**src/rtl/lrme_pkg.sv**
```systemverilog
// Package: shared types and constants of the link range mode estimator.
`default_nettype none
package lrme_pkg;

   typedef enum logic [1:0] {
      MODE_SHORT   = 2'd0,
      MODE_LONG    = 2'd1,
      MODE_NEUTRAL = 2'd2,
      MODE_NONE    = 2'd3
   } mode_type;

   typedef enum logic [1:0] {
      FUNC_POLL  = 2'd0,
      FUNC_TX    = 2'd1,
      FUNC_RX    = 2'd2,
      FUNC_SPARE = 2'd3
   } func_type;

   localparam int CSR_INDEX_W = 2;
   localparam int CSR_DATA_W  = 8;

   localparam logic [CSR_INDEX_W-1:0] CSR_SHORT_THRESHOLD = 2'd0;
   localparam logic [CSR_INDEX_W-1:0] CSR_LONG_THRESHOLD  = 2'd1;
   localparam logic [CSR_INDEX_W-1:0] CSR_QUIET_LIMIT     = 2'd2;
   localparam logic [CSR_INDEX_W-1:0] CSR_FAIL_LIMIT      = 2'd3;

   localparam logic [2:0] SHORT_THRESHOLD_RESET = 3'd1;
   localparam logic [2:0] LONG_THRESHOLD_RESET  = 3'd3;
   localparam logic [7:0] QUIET_LIMIT_RESET     = 8'd15;
   localparam logic [7:0] FAIL_LIMIT_RESET      = 8'd75;

   // packet count phase boundaries and saturation points
   localparam logic [7:0] INIT_COUNT = 8'd30;
   localparam logic [7:0] INTE_COUNT = 8'd200;
   localparam logic [7:0] QUIET_MAX  = 8'd255;

   typedef struct packed {
      logic [2:0] short_threshold;
      logic [2:0] long_threshold;
      logic [7:0] quiet_limit;
      logic [7:0] fail_limit;
   } cfg_type;

   typedef struct packed {
      func_type   func;
      logic [7:0] data_byte;
      logic       last_byte;
   } req_word_type;

   typedef struct packed {
      mode_type   range_mode;
      logic [2:0] error_average;
      logic [2:0] error_weight;
      logic       tx_reconfigure;
      logic       tx_reconfigure_long;
      logic       fail_reconfigure;
   } rsp_word_type;

endpackage
`default_nettype wire

```
**src/rtl/lrme_if.sv**
```systemverilog
// Interfaces: request and response channels with valid/ready handshake.
`default_nettype none
interface lrme_req_if;
   logic       valid;
   logic       ready;
   logic [1:0] func;
   logic [7:0] data_byte;
   logic       last_byte;

   modport source (output valid, func, data_byte, last_byte, input ready);
   modport sink (input valid, func, data_byte, last_byte, output ready);
endinterface

interface lrme_rsp_if;
   logic       valid;
   logic       ready;
   logic [1:0] range_mode;
   logic [2:0] error_average;
   logic [2:0] error_weight;
   logic       tx_reconfigure;
   logic       tx_reconfigure_long;
   logic       fail_reconfigure;

   modport source (output valid, range_mode, error_average, error_weight, tx_reconfigure,
                   tx_reconfigure_long, fail_reconfigure, input ready);
   modport sink (input valid, range_mode, error_average, error_weight, tx_reconfigure,
                 tx_reconfigure_long, fail_reconfigure, output ready);
endinterface
`default_nettype wire

```
**src/rtl/lrme_csr.sv**
```systemverilog
// Configuration registers: thresholds and quiet spell limits.
`default_nettype none
module lrme_csr
   import lrme_pkg::*;
(
   input  wire logic                   clock,
   input  wire logic                   reset,
   input  wire logic                   csr_write_enable,
   input  wire logic [CSR_INDEX_W-1:0] csr_index,
   input  wire logic [CSR_DATA_W-1:0]  csr_write_data,
   output cfg_type                     cfg
);

   cfg_type cfg_ff, cfg_in;

   always_comb begin
      cfg_in = cfg_ff;
      if (csr_write_enable) begin
         case (csr_index)
            CSR_SHORT_THRESHOLD: cfg_in.short_threshold = csr_write_data[2:0];
            CSR_LONG_THRESHOLD:  cfg_in.long_threshold  = csr_write_data[2:0];
            CSR_QUIET_LIMIT:     cfg_in.quiet_limit     = csr_write_data[7:0];
            CSR_FAIL_LIMIT:      cfg_in.fail_limit      = csr_write_data[7:0];
            default:             cfg_in = cfg_ff;
         endcase
      end
   end

   always_ff @(posedge clock) begin
      if (reset) begin
         cfg_ff.short_threshold <= SHORT_THRESHOLD_RESET;
         cfg_ff.long_threshold  <= LONG_THRESHOLD_RESET;
         cfg_ff.quiet_limit     <= QUIET_LIMIT_RESET;
         cfg_ff.fail_limit      <= FAIL_LIMIT_RESET;
      end else begin
         cfg_ff <= cfg_in;
      end
   end

   assign cfg = cfg_ff;

endmodule
`default_nettype wire

```
**src/rtl/lrme_engine.sv**
```systemverilog
// Estimator state and per-word decision logic: checksum, average, mode, quiet spells.
`default_nettype none
module lrme_engine
   import lrme_pkg::*;
#(
   parameter int HISTORY_LEN = 4
) (
   input  wire logic         clock,
   input  wire logic         reset,
   input  wire logic         enable,   // word in the input register is consumed this cycle
   input  wire req_word_type word,
   input  wire cfg_type      cfg,
   output logic              produces, // word yields a response
   output rsp_word_type      result
);

   logic [7:0] xor_ff, xor_in;
   logic [2:0] avg_ff, avg_in;
   logic [7:0] pkt_cnt_ff, pkt_cnt_in;
   mode_type   mode_ff, mode_in;
   mode_type   hist_ff [HISTORY_LEN];
   mode_type   hist_in [HISTORY_LEN];
   mode_type   last_tx_ff, last_tx_in;
   logic [7:0] quiet_ff, quiet_in;

   logic       is_rx, is_end, is_event;
   logic [7:0] cks, err;
   logic [2:0] weight;
   logic [6:0] sum_init, sum_inte, sum_late;
   logic [3:0] acc_raw;
   logic [2:0] acc;
   mode_type   pick;
   logic       all_short, all_neutral, any_long;
   logic       txr, txl, fail;

   assign is_rx    = (word.func == FUNC_RX);
   assign is_end   = is_rx && word.last_byte;
   assign is_event = (word.func == FUNC_POLL) || (word.func == FUNC_TX);
   assign produces = is_end || is_event;

   // check bits sit in [7:2] of the final byte; its mode bits fold into [3:2]
   assign cks    = (xor_ff & 8'hFC) ^ {4'd0, word.data_byte[1:0], 2'd0};
   assign err    = (word.data_byte & 8'hFC) ^ cks;
   assign weight = 3'($countones(err[7:2]));

   assign sum_init = {4'd0, avg_ff} * 7'd5  + {4'd0, weight} * 7'd3;
   assign sum_inte = {4'd0, avg_ff} * 7'd11 + {4'd0, weight} * 7'd5;
   assign sum_late = {4'd0, avg_ff} * 7'd13 + {4'd0, weight} * 7'd3;

   always_comb begin
      if (pkt_cnt_ff < INIT_COUNT) begin
         acc_raw = sum_init[6:3];
      end else if (pkt_cnt_ff < INTE_COUNT) begin
         acc_raw = {1'b0, sum_inte[6:4]};
      end else begin
         acc_raw = {1'b0, sum_late[6:4]};
      end
      acc = (acc_raw > 4'd7) ? 3'd7 : acc_raw[2:0];
   end

   always_comb begin
      if (acc <= cfg.short_threshold) begin
         pick = (word.data_byte[1:0] == MODE_SHORT && weight <= cfg.short_threshold)
                ? MODE_SHORT : MODE_NEUTRAL;
      end else if (acc > cfg.long_threshold) begin
         pick = MODE_LONG;
      end else begin
         pick = (word.data_byte[1:0] == MODE_LONG) ? MODE_LONG : MODE_NEUTRAL;
      end
   end

   always_comb begin
      all_short   = 1'b1;
      all_neutral = 1'b1;
      any_long    = 1'b0;
      for (int i = 0; i < HISTORY_LEN; i++) begin
         if (hist_ff[i] != MODE_SHORT) all_short = 1'b0;
         if (hist_ff[i] != MODE_NEUTRAL) all_neutral = 1'b0;
         if (hist_ff[i] == MODE_LONG) any_long = 1'b1;
      end
   end

   always_comb begin
      xor_in     = xor_ff;
      avg_in     = avg_ff;
      pkt_cnt_in = pkt_cnt_ff;
      mode_in    = mode_ff;
      last_tx_in = last_tx_ff;
      quiet_in   = quiet_ff;
      txr        = 1'b0;
      txl        = 1'b0;
      fail       = 1'b0;
      for (int i = 0; i < HISTORY_LEN; i++) begin
         hist_in[i] = hist_ff[i];
      end

      if (is_rx && !word.last_byte) begin
         xor_in = xor_ff ^ word.data_byte;
      end else if (produces) begin
         if (is_end) begin
            xor_in = 8'd0;
            avg_in = acc;
            case (pick)
               MODE_SHORT:
                  mode_in = (all_short || all_neutral) ? MODE_SHORT : MODE_NEUTRAL;
               MODE_LONG:
                  mode_in = any_long ? MODE_LONG : MODE_NEUTRAL;
               default:
                  mode_in = (hist_ff[0] == MODE_NEUTRAL && hist_ff[1] == MODE_NEUTRAL)
                            ? MODE_LONG : MODE_NEUTRAL;
            endcase
            if (pkt_cnt_ff < INTE_COUNT) pkt_cnt_in = pkt_cnt_ff + 8'd1;
            quiet_in = 8'd1;
         end else begin
            if (word.func == FUNC_TX) begin
               if (last_tx_ff != mode_ff && mode_ff != MODE_NEUTRAL) begin
                  txr = 1'b1;
                  txl = (mode_ff != MODE_SHORT);
               end
               last_tx_in = mode_ff;
            end
            quiet_in = (quiet_ff < QUIET_MAX) ? quiet_ff + 8'd1 : quiet_ff;
            if (mode_ff != MODE_LONG && quiet_ff > cfg.quiet_limit) begin
               mode_in = MODE_NEUTRAL;
               if (quiet_ff > cfg.fail_limit) begin
                  mode_in  = MODE_LONG;
                  fail     = 1'b1;
                  quiet_in = 8'd1;
               end
            end
         end
         for (int i = 1; i < HISTORY_LEN; i++) begin
            hist_in[i] = hist_ff[i-1];
         end
         hist_in[0] = mode_in;
      end
   end

   always_ff @(posedge clock) begin
      if (reset) begin
         xor_ff     <= 8'd0;
         avg_ff     <= 3'd0;
         pkt_cnt_ff <= 8'd0;
         mode_ff    <= MODE_SHORT;
         last_tx_ff <= MODE_NONE;
         quiet_ff   <= 8'd0;
         for (int i = 0; i < HISTORY_LEN; i++) begin
            hist_ff[i] <= MODE_SHORT;
         end
      end else if (enable) begin
         xor_ff     <= xor_in;
         avg_ff     <= avg_in;
         pkt_cnt_ff <= pkt_cnt_in;
         mode_ff    <= mode_in;
         last_tx_ff <= last_tx_in;
         quiet_ff   <= quiet_in;
         for (int i = 0; i < HISTORY_LEN; i++) begin
            hist_ff[i] <= hist_in[i];
         end
      end
   end

   always_comb begin
      result.range_mode          = mode_in;
      result.error_average       = avg_in;
      result.error_weight        = is_end ? weight : 3'd0;
      result.tx_reconfigure      = txr;
      result.tx_reconfigure_long = txl;
      result.fail_reconfigure    = fail;
   end

endmodule
`default_nettype wire

```
**src/rtl/link_range_mode_estimator.sv**
```systemverilog
// Top level: link range mode estimator with input register and response register.
//
//  channel  | dir | handshake           | word
//  ---------+-----+---------------------+------------------------------------------
//  req_bus  | in  | valid/ready         | func, data_byte, last_byte
//  rsp_bus  | out | valid/ready         | range_mode, error_average, error_weight,
//           |     |                     | tx_reconfigure(_long), fail_reconfigure
//  csr_*    | in  | write enable only   | index 0..3, 8-bit data, no read-back
//
// One word per cycle sustained while the response slot is free; the input register
// loads at the accepting edge and the response register as the word leaves it.
// The engine state updates when the word leaves the input register, so each word
// sees all effects of the one before it in the very next cycle.
// Mid-packet bytes and spare event codes produce no response and never stall.
// A stalled response holds the input register only for words that need an
// output slot; reset is synchronous and clears all control and estimator state.
`default_nettype none
module link_range_mode_estimator
   import lrme_pkg::*;
#(
   parameter int HISTORY_LEN = 4
) (
   input  wire logic                   clock,
   input  wire logic                   reset,
   lrme_req_if.sink                    req_bus,
   lrme_rsp_if.source                  rsp_bus,
   input  wire logic                   csr_write_enable,
   input  wire logic [CSR_INDEX_W-1:0] csr_index,
   input  wire logic [CSR_DATA_W-1:0]  csr_write_data
);

   cfg_type      cfg;
   req_word_type s1_word_ff, s1_word_in;
   logic         s1_valid_ff, s1_valid_in;
   rsp_word_type rsp_word_ff, rsp_word_in;
   logic         rsp_valid_ff, rsp_valid_in;
   rsp_word_type result;
   logic         produces;
   logic         out_free, s1_advance, accept;

   lrme_csr u_csr (
      .clock            (clock),
      .reset            (reset),
      .csr_write_enable (csr_write_enable),
      .csr_index        (csr_index),
      .csr_write_data   (csr_write_data),
      .cfg              (cfg)
   );

   lrme_engine #(
      .HISTORY_LEN (HISTORY_LEN)
   ) u_engine (
      .clock    (clock),
      .reset    (reset),
      .enable   (s1_advance),
      .word     (s1_word_ff),
      .cfg      (cfg),
      .produces (produces),
      .result   (result)
   );

   // the response slot frees up when empty or being taken this cycle
   assign out_free   = !rsp_valid_ff || rsp_bus.ready;
   assign s1_advance = s1_valid_ff && (!produces || out_free);
   assign req_bus.ready = !s1_valid_ff || s1_advance;
   assign accept     = req_bus.valid && req_bus.ready;

   always_comb begin
      s1_word_in  = s1_word_ff;
      s1_valid_in = s1_valid_ff;
      if (accept) begin
         s1_word_in.func      = func_type'(req_bus.func);
         s1_word_in.data_byte = req_bus.data_byte;
         s1_word_in.last_byte = req_bus.last_byte;
         s1_valid_in          = 1'b1;
      end else if (s1_advance) begin
         s1_valid_in = 1'b0;
      end

      rsp_word_in  = rsp_word_ff;
      rsp_valid_in = rsp_valid_ff;
      if (s1_advance && produces) begin
         rsp_word_in  = result;
         rsp_valid_in = 1'b1;
      end else if (rsp_bus.ready) begin
         rsp_valid_in = 1'b0;
      end
   end

   always_ff @(posedge clock) begin
      if (reset) begin
         s1_valid_ff  <= 1'b0;
         rsp_valid_ff <= 1'b0;
      end else begin
         s1_valid_ff  <= s1_valid_in;
         rsp_valid_ff <= rsp_valid_in;
      end
   end

   // payload registers carry no reset
   always_ff @(posedge clock) begin
      s1_word_ff  <= s1_word_in;
      rsp_word_ff <= rsp_word_in;
   end

   assign rsp_bus.valid               = rsp_valid_ff;
   assign rsp_bus.range_mode          = rsp_word_ff.range_mode;
   assign rsp_bus.error_average       = rsp_word_ff.error_average;
   assign rsp_bus.error_weight        = rsp_word_ff.error_weight;
   assign rsp_bus.tx_reconfigure      = rsp_word_ff.tx_reconfigure;
   assign rsp_bus.tx_reconfigure_long = rsp_word_ff.tx_reconfigure_long;
   assign rsp_bus.fail_reconfigure    = rsp_word_ff.fail_reconfigure;

endmodule
`default_nettype wire

```
**src/flat_wrapper.sv**
```systemverilog
// flat-port wrapper written by rule: the top's interface ports become plain ports
module link_range_mode_estimator_flat import lrme_pkg::*;
#(
   parameter int HISTORY_LEN = 4
)
  (clock, reset, csr_write_enable, csr_index, csr_write_data, req_bus_valid, req_bus_func, req_bus_data_byte, req_bus_last_byte, req_bus_ready, rsp_bus_valid, rsp_bus_range_mode, rsp_bus_error_average, rsp_bus_error_weight, rsp_bus_tx_reconfigure, rsp_bus_tx_reconfigure_long, rsp_bus_fail_reconfigure, rsp_bus_ready);
  lrme_req_if req_bus_i ();
  lrme_rsp_if rsp_bus_i ();
  input  wire logic clock;
  input  wire logic reset;
  input  wire logic csr_write_enable;
  input  wire logic [CSR_INDEX_W-1:0] csr_index;
  input  wire logic [CSR_DATA_W-1:0] csr_write_data;
  input wire logic [$bits(req_bus_i.valid)-1:0] req_bus_valid;
  input wire logic [$bits(req_bus_i.func)-1:0] req_bus_func;
  input wire logic [$bits(req_bus_i.data_byte)-1:0] req_bus_data_byte;
  input wire logic [$bits(req_bus_i.last_byte)-1:0] req_bus_last_byte;
  output wire logic [$bits(req_bus_i.ready)-1:0] req_bus_ready;
  output wire logic [$bits(rsp_bus_i.valid)-1:0] rsp_bus_valid;
  output wire logic [$bits(rsp_bus_i.range_mode)-1:0] rsp_bus_range_mode;
  output wire logic [$bits(rsp_bus_i.error_average)-1:0] rsp_bus_error_average;
  output wire logic [$bits(rsp_bus_i.error_weight)-1:0] rsp_bus_error_weight;
  output wire logic [$bits(rsp_bus_i.tx_reconfigure)-1:0] rsp_bus_tx_reconfigure;
  output wire logic [$bits(rsp_bus_i.tx_reconfigure_long)-1:0] rsp_bus_tx_reconfigure_long;
  output wire logic [$bits(rsp_bus_i.fail_reconfigure)-1:0] rsp_bus_fail_reconfigure;
  input wire logic [$bits(rsp_bus_i.ready)-1:0] rsp_bus_ready;
  assign req_bus_i.valid = req_bus_valid;
  assign req_bus_i.func = req_bus_func;
  assign req_bus_i.data_byte = req_bus_data_byte;
  assign req_bus_i.last_byte = req_bus_last_byte;
  assign req_bus_ready = req_bus_i.ready;
  assign rsp_bus_valid = rsp_bus_i.valid;
  assign rsp_bus_range_mode = rsp_bus_i.range_mode;
  assign rsp_bus_error_average = rsp_bus_i.error_average;
  assign rsp_bus_error_weight = rsp_bus_i.error_weight;
  assign rsp_bus_tx_reconfigure = rsp_bus_i.tx_reconfigure;
  assign rsp_bus_tx_reconfigure_long = rsp_bus_i.tx_reconfigure_long;
  assign rsp_bus_fail_reconfigure = rsp_bus_i.fail_reconfigure;
  assign rsp_bus_i.ready = rsp_bus_ready;
  link_range_mode_estimator #(.HISTORY_LEN(HISTORY_LEN)) u_core (.clock(clock), .reset(reset), .req_bus(req_bus_i), .rsp_bus(rsp_bus_i), .csr_write_enable(csr_write_enable), .csr_index(csr_index), .csr_write_data(csr_write_data));
endmodule
```
**config.mk**
```make
export PLATFORM = sky130hd
export DESIGN_NAME = link_range_mode_estimator_flat
export DESIGN_NICKNAME = d
export VERILOG_FILES = /design/src/rtl/lrme_pkg.sv /design/src/rtl/lrme_if.sv /design/src/rtl/lrme_csr.sv /design/src/rtl/lrme_engine.sv /design/src/rtl/link_range_mode_estimator.sv /design/src/flat_wrapper.sv
export SDC_FILE = /design/constraint.sdc
export NUM_CORES = 1
export LEC_CHECK = 0
export ABC_AREA = 1
export BUFFER_PORTS_ARGS = -buffer_cell sky130_fd_sc_hd__buf_2
export CAP_MARGIN = 0
export CORE_AREA = 2 2 106 108
export DETAILED_ROUTE_END_ITERATION = 7
export DIE_AREA = 0 0 108 110
export GPL_TIMING_DRIVEN = 1
export PLACE_DENSITY_LB_ADDON = 0.3
export SETUP_SLACK_MARGIN = 0.2
export SYNTH_ARGS = -nofsm -noshare
export SYNTH_HDL_FRONTEND = slang
export SYNTH_HIERARCHICAL = 1
export SYNTH_SLANG_ARGS = --single-unit
```
**constraint.sdc**
```tcl
create_clock -name clock -period 11.8 [get_ports clock]
set_input_delay 2.36 -clock clock [delete_from_list [all_inputs] [get_ports clock]]
set_output_delay 2.36 -clock clock [all_outputs]
set_load 0.005 [all_outputs]
```
==> results of run 1 <==
-- kinds of logic after synthesis --
kind of cell | count (synthesis)
AO/OA/AOI/OAI | 75
flip-flops | 83
AND/OR/NAND/NOR | 294
XOR/XNOR | 15
buffers and inverters | 138
adder cells (fa/ha/maj) | 62
-- state kept, by name (all words and copies together), names as in the netlist --
signal / cells
u_core/u_engine/pkt_cnt_ff: 8
u_core/rsp_bus.tx_reconfigure: 1
u_core/u_engine/avg_ff: 3
u_core/u_engine/mode_ff: 2
u_core/rsp_bus.error_average: 3
u_core/s1_valid_ff: 1
u_core/s1_word_ff: 11
u_core/rsp_bus.error_weight: 3
u_core/rsp_bus.fail_reconfigure: 1
u_core/u_engine/last_tx_ff: 2
u_core/rsp_bus.tx_reconfigure_long: 1
u_core/u_engine/quiet_ff: 8
u_core/u_engine/hist_ff: 8
u_core/u_csr/cfg: 22
u_core/u_engine/xor_ff: 6
u_core/rsp_bus.range_mode: 2
u_core/rsp_bus.valid: 1
-- final cells by class --
type | count | area [sq um]
clock buffer | 10 | 138
clock inverter | 6 | 41.3
fill | 1020 | 5010
inverter | 123 | 462
multi-input combinational | 446 | 2720
sequential | 83 | 1960
tap | 140 | 175
timing repair buffer | 38 | 190
-- layout by cell type (no fill, tap or decap), types with 3 or more instances in the layout --
cell type    n
buf_2       38
o21ai_0     22
nand3b_1     6
nand2_1    138
o21a_1       3
nand3_1     48
nand4_1     15
nand3_2      4
a21oi_1     32
edfxtp_1    30
ha_1        52
dfxtp_1     53
clkbuf_8    10
xor2_1      13
fa_1        10
nor2_1      65
inv_1      121
nor2_2       3
nor3_1       7
o22ai_1      5
-- synth_stat cells, types with 2 or more instances --
library cell	number	area share (%)
edfxtp_1	30	17
o21a_1	3	0.43
a31oi_1	2	0.24
buf_4	6	0.86
o211ai_1	2	0.29
inv_1	121	8.7
o21ai_0	22	2.1
nand2_1	138	9.9
o22ai_1	5	0.60
nand3_1	48	4.6
buf_2	3	0.29
nor2_2	3	0.36
dfxtp_1	53	20
nand3_2	4	0.77
ha_1	52	12
a21oi_1	32	3.1
nand4_1	15	1.8
xnor2_1	2	0.34
clkbuf_1	5	0.36
a21oi_2	2	0.34
xor2_1	13	2.2
o21bai_1	2	0.29
nand3b_1	6	0.86
fa_1	10	3.8
nor2_1	65	4.7
nor3_1	7	0.67
-- power breakdown --
group	internal, mW	total [mW]	switching (mW)	leakage, nW
combinational	0.156	0.383	0.227	2.04
sequential	0.310	0.318	0.00885	0.731
clock	0.0816	0.187	0.106	0.0859
-- metal layers --
metal / wire [microns] / vias to the layer above / global-route usage (%) / part of all wire (%)
li1: - / 2227 / - / -
met1: 4840 / 1998 / 25.5 / 45
met2: 5170 / 93 / 32.7 / 48
met3: 521 / 21 / 3.47 / 4.8
met4: 316 / 0 / 9.62 / 2.9
met5: 0 / - / 0 / 0
-- worst max-delay path: cells and delay by family, from the launching register on --
kind,cells,cell delay (ns)
AOI/OAI and AO/OA,1,0.23
xor gates and xnor gates,3,0.69
adders and majority gates,9,3.29
buffers and inverters,5,0.39
DFF,1,0.38
and+or+nand+nor,17,1.48
-- worst min-delay path by stage --
stage	startpoint	to	slack, ns	depth (start not counted)
after floorplan	u_core/u_csr/cfg[1]	u_core/u_csr/cfg[1]	0.43	2
after global placement	u_core/u_csr/cfg[1]	u_core/u_csr/cfg[1]	0.45	2
after detailed placement	u_core/u_csr/cfg[1]	u_core/u_csr/cfg[1]	0.44	2
after CTS	u_core/u_csr/cfg[1]	u_core/u_csr/cfg[1]	0.46	2
after global routing	u_core/u_csr/cfg[1]	u_core/u_csr/cfg[1]	0.47	2
final	u_core/u_csr/cfg[1]	u_core/u_csr/cfg[1]	0.46	2
-- per-stage QoR --
stage | hold slack [ns] | cells | util (%)
5_1_grt | 0.472 | 846 | 53.1
4_1_cts | 0.459 | 846 | 53.1
2_1_floorplan | 0.426 | 667 | -
6_report | 0.455 | 846 | 53.1
3_5_place_dp | 0.444 | 830 | 51.5
3_3_place_gp | 0.448 | 830 | 51.5
==> reports/results.txt, run 1 <==
Status = finished, final reports clean
WL/cell = 12.8 microns
Slowest-stage cell, CP = fa_1
Hold Fails Final Rpt = 0
Initial core utilization = 48.9%
Post-DP HPWL = 8590 microns
Total power draw = 0.888 mW
Antenna cell count = 0
Tmin final = 6.69 ns
Compound-Gate Fraction of Synth Area = 8.09%
Critical path class = register to register
Arrival time of the worst setup path = 6.82 ns
Mean Syn Cell Area = 7.84 sq um
Via count of the first global-routing pass = 3963
Pre-Repair DR Iteration Count = 5
Nets = 789
TNS Setup = 0 ns
Post-Place Setup Slack = 5.12 ns
Adder and majority cell fraction of the synthesized area = 16.3%
Port Buffer Count = 38
Bufs on Longest Clock Path = 2
Worst Clk Skew = 0.00730 ns
Worst-margin pin slew = 0.682 ns
Via Count = 4339
Cell area after layout = 5680 sq um
R2R depth = 35
Worst setup path endpoint = u_core/rsp_bus.range_mode[1]
Chip Width = 108 microns
H-Tree Depth = 3
Cell Area, Placed = 5500 sq um
Mux cell area share after synthesis = 0%
RSZ-0062 raised after global routing = false
Number of synthesized flops with an enable pin = 30
Max Clock Freq = 0.150 GHz
Gpl congestion = 0.896
Xor-xnor portion of the synthesized cell area = 2.51%
CP startpoint = u_core/s1_word_ff[4]
Pin count of the biggest net entering global routing = 22
Post-synth ARST share = 0%
CTS Root Cell = clkbuf_8
Core ar. = 10700 sq um
Ys Warns = 6
Register-to-register setup slack = 5.11 ns
Post-Syn Nets = 755
Post-synthesis sequential area ratio = 37.5%
Final setup violation count = 0
Layout cell share with drive strength beyond 1 = 10.1%
Worst skew pair latency = 0.37 ns
Global-route wire length before repair = 18300 microns
Crit-path max FO = 6
Number of distinct library cells after synthesis = 42
Iter 0 DRT Violations = 263
Number of I/O pins = 39
Post_cts resized = 0
Post-CTS setup buffers = 0
Hold Path Class = register to register
Synth Register Bits = 83
Post-CTS Hold Buffers = 0
Grt total ovfl = 0
Worst-path clk slew = 0.09 ns
Worst Path Required = 11.94 ns
Max Cap Violations = 0
DRT Wirelength = 10800 microns
Min setup slack post-route = 5.11 ns
Peak supply drop = 0.0664 mV
Worst r2r dst = u_core/rsp_bus.range_mode[1]
ANT nets after route = 0
Crit path largest cell delay = 0.55 ns
PwrDens = 156 nW/um^2
Final Max Tran Viols = 0
Post-Synthesis Cell Area = 5230 sq um
CTS tree = yes
Die height = 110 microns
Most used DFF post-synth = dfxtp_1
Critical R2R Launch = u_core/s1_word_ff[4]
Site Rows = 38
P&R area growth vs syn = 8.69%
Gate Count Post-Synth = 667
Final worst-path cycle share = 56.7%
Startpoint kind of the worst setup timing path = register
CP dominant cell by count = nand2_1
Initial antenna violation count = 0
CP Capture Type = register
Drc violations = 0
Rel. slew slack = 54.4%
GRT Total Usage = 19.9%
Simple-gate portion of the synthesized area = 25.1%
Main combinational cell family by area after synthesis = simple AND/OR/NAND/NOR gates
CTS Buf Count = 9
Leak = 2.86 nW
CTS Sinks = 83
Die area = 11900 sq um
Via/cell ratio = 5.13
No activity file was read; power rests on OpenSTA's default activity.
==> run 2: changes to the inputs <==
Clock period 11.8 ns to 6 ns, I/O delays scaled along.
==> reports/results.txt, run 2 (same netlist as run 1, synthesis figures left out) <==
Fillers = 978 (-4.1%)
CP Capture Type = register
Pin count of the biggest net entering global routing = 22 (unchanged)
Status = finished, violations left
Tmin final = 6.34 ns (-0.353 ns)
Worst Clk Skew = 0.00801 ns (+0.000714 ns)
Initial core utilization = 48.9% (unchanged)
Core ar. = 10700 sq um (unchanged)
Crit-path max FO = 3 (-3)
Cell family with most CP delay = adder cells
Layout cell share with drive strength beyond 1 = 16.7% (+6.7 points)
Peak supply drop = 0.200 mV (+200%)
RSZ-0062 raised after global routing = true
ANT nets after route = 0 (unchanged)
Hold Fails Final Rpt = 0 (unchanged)
Critical path class = register to register
Pre-Repair DR Iteration Count = 4 (-1)
Via count of the first global-routing pass = 4173 (+5.3%)
Crit path largest cell delay = 0.53 ns (-0.02 ns)
Worst-margin pin slew = 0.649 ns (-0.0327 ns)
Bufs and invs on worst path = 4 (-1)
CTS Root Cell = clkbuf_8
Worst Path Required = 6.12 ns (-5.82 ns)
Antenna cell count = 0 (unchanged)
Post-DP HPWL = 8860 microns (+3.2%)
Port Buffer Count = 38 (unchanged)
GRT Total Usage = 20.1% (+0.22 points)
Min setup slack post-route = -0.335 ns (-5.45 ns)
Hold Path Class = register to register
CTS tree = yes
Initial antenna violation count = 0 (unchanged)
DRT Wirelength = 11500 microns (+5.9%)
Global-route wire length before repair = 18700 microns (+2.0%)
PwrDens = 352 nW/um^2 (+130%)
TNS Setup = -1.71 ns (-1.71 ns)
H-Tree Depth = 3 (unchanged)
Final worst-path cycle share = 106% (+49 points)
Worst skew pair latency = 0.36 ns (about the same)
Max Cap Violations = 0 (unchanged)
Worst-path clk slew = 0.09 ns (about the same)
Iter 0 DRT Violations = 249 (-5.3%)
Max FFs per register = 22 (unchanged)
Most common cell after layout, fill and taps aside = nand2_1
Arrival time of the worst setup path = 6.46 ns (-0.36 ns)
Post-CTS Hold Buffers = 0 (unchanged)
P&R area growth vs syn = 15.2%
Gpl congestion = 0.891 (-0.52%)
Number of I/O pins = 39 (unchanged)
Via/cell ratio = 5.12 (-0.19%)
Die height = 110 microns (unchanged)
Slowest-stage cell, CP = fa_2
Die area = 11900 sq um (unchanged)
Startpoint kind of the worst setup timing path = register
Final setup violation count = 6 (+6)
Failing checks = negative setup slack
WL/cell = 13.3 microns (+3.6%)
Final Max Tran Viols = 0 (unchanged)
Total power draw = 2.12 mW (+140%)
Chip Width = 108 microns (unchanged)
Nets = 807 (+2.3%)
Finished Core Util = 56.3% (+3.2 points)
Max Clock Freq = 0.158 GHz (+5.6%)
Bufs on Longest Clock Path = 2 (unchanged)
Site Rows = 38 (unchanged)
CTS Buf Count = 9 (unchanged)
Drc violations = 0 (unchanged)
Via Count = 4423 (+1.9%)
Rel. slew slack = 56.7% (+2.3 points)
Grt total ovfl = 0 (unchanged)
Leak = 2.97 nW (+3.9%)
Most frequent cells in the layout = nand2_1, inv_1, nor2_1
CTS Sinks = 83 (unchanged)
[run 2: cell type report]
cell class	instances	area (sq um)	area share [%]
clock buffer	10	138	2.28
clock inverter	6	71.3	1.18
inverter	123	462	7.66
multi-input combinational	446	2880	47.8
sequential	83	1960	32.6
tap	140	175	2.91
timing repair buffer	56	337	5.59
[run 2: timing repair]
item	in CTS	in global routing
setup buffers	3	0
endpoints found under the setup margin	6	6
hold endpoints to repair	0	0
gates resized for setup	19	13
pin swaps	13	11
[run 2: worst paths after layout]
path,slack [ns],cells past startpoint,end,from
setup / recovery,-0.34,28,u_core/rsp_bus.range_mode[0],u_core/s1_word_ff[3]
hold / removal,0.47,2,u_core/u_csr/cfg[9],u_core/u_csr/cfg[9]
setup reg to reg,-0.34,28,u_core/rsp_bus.range_mode[0],u_core/s1_word_ff[3]
hold reg to reg,0.47,2,u_core/u_csr/cfg[9],u_core/u_csr/cfg[9]
[run 2: where the power goes]
part / internal [mW] / switching (mW)
registers: 0.609 / 0.0173
logic: 0.507 / 0.563
clock network: 0.207 / 0.217
total: 1.32 / 0.797
[run 2: worst min-delay path, cell delays in order (launching register included)]
cell and delay (ns):
dfxtp_1 0.34, nand2_1 0.05, nand3_1 0.05
[run 2: metal layers]
metal	track usage (%)	wire (microns)	vias to the layer above	share of wire (%)
li1	-	-	2260	-
met1	24.6	5180	2060	45
met2	35.8	5730	93	50
met3	3.76	426	10	3.7
met4	6.68	143	0	1.2
met5	0	0	-	0
[run 2: metrics by stage]
step	instances	instance area, sq um	hold slack, ns	setup slack, ns
3_5_place_dp	845	5660	0.450	-0.359
6_report	864	6020	0.474	-0.335
5_1_grt	864	6020	0.493	-0.630
2_1_floorplan	667	5270	0.426	-0.0752
4_1_cts	864	5990	0.475	-0.326
3_3_place_gp	845	5660	0.442	-0.182
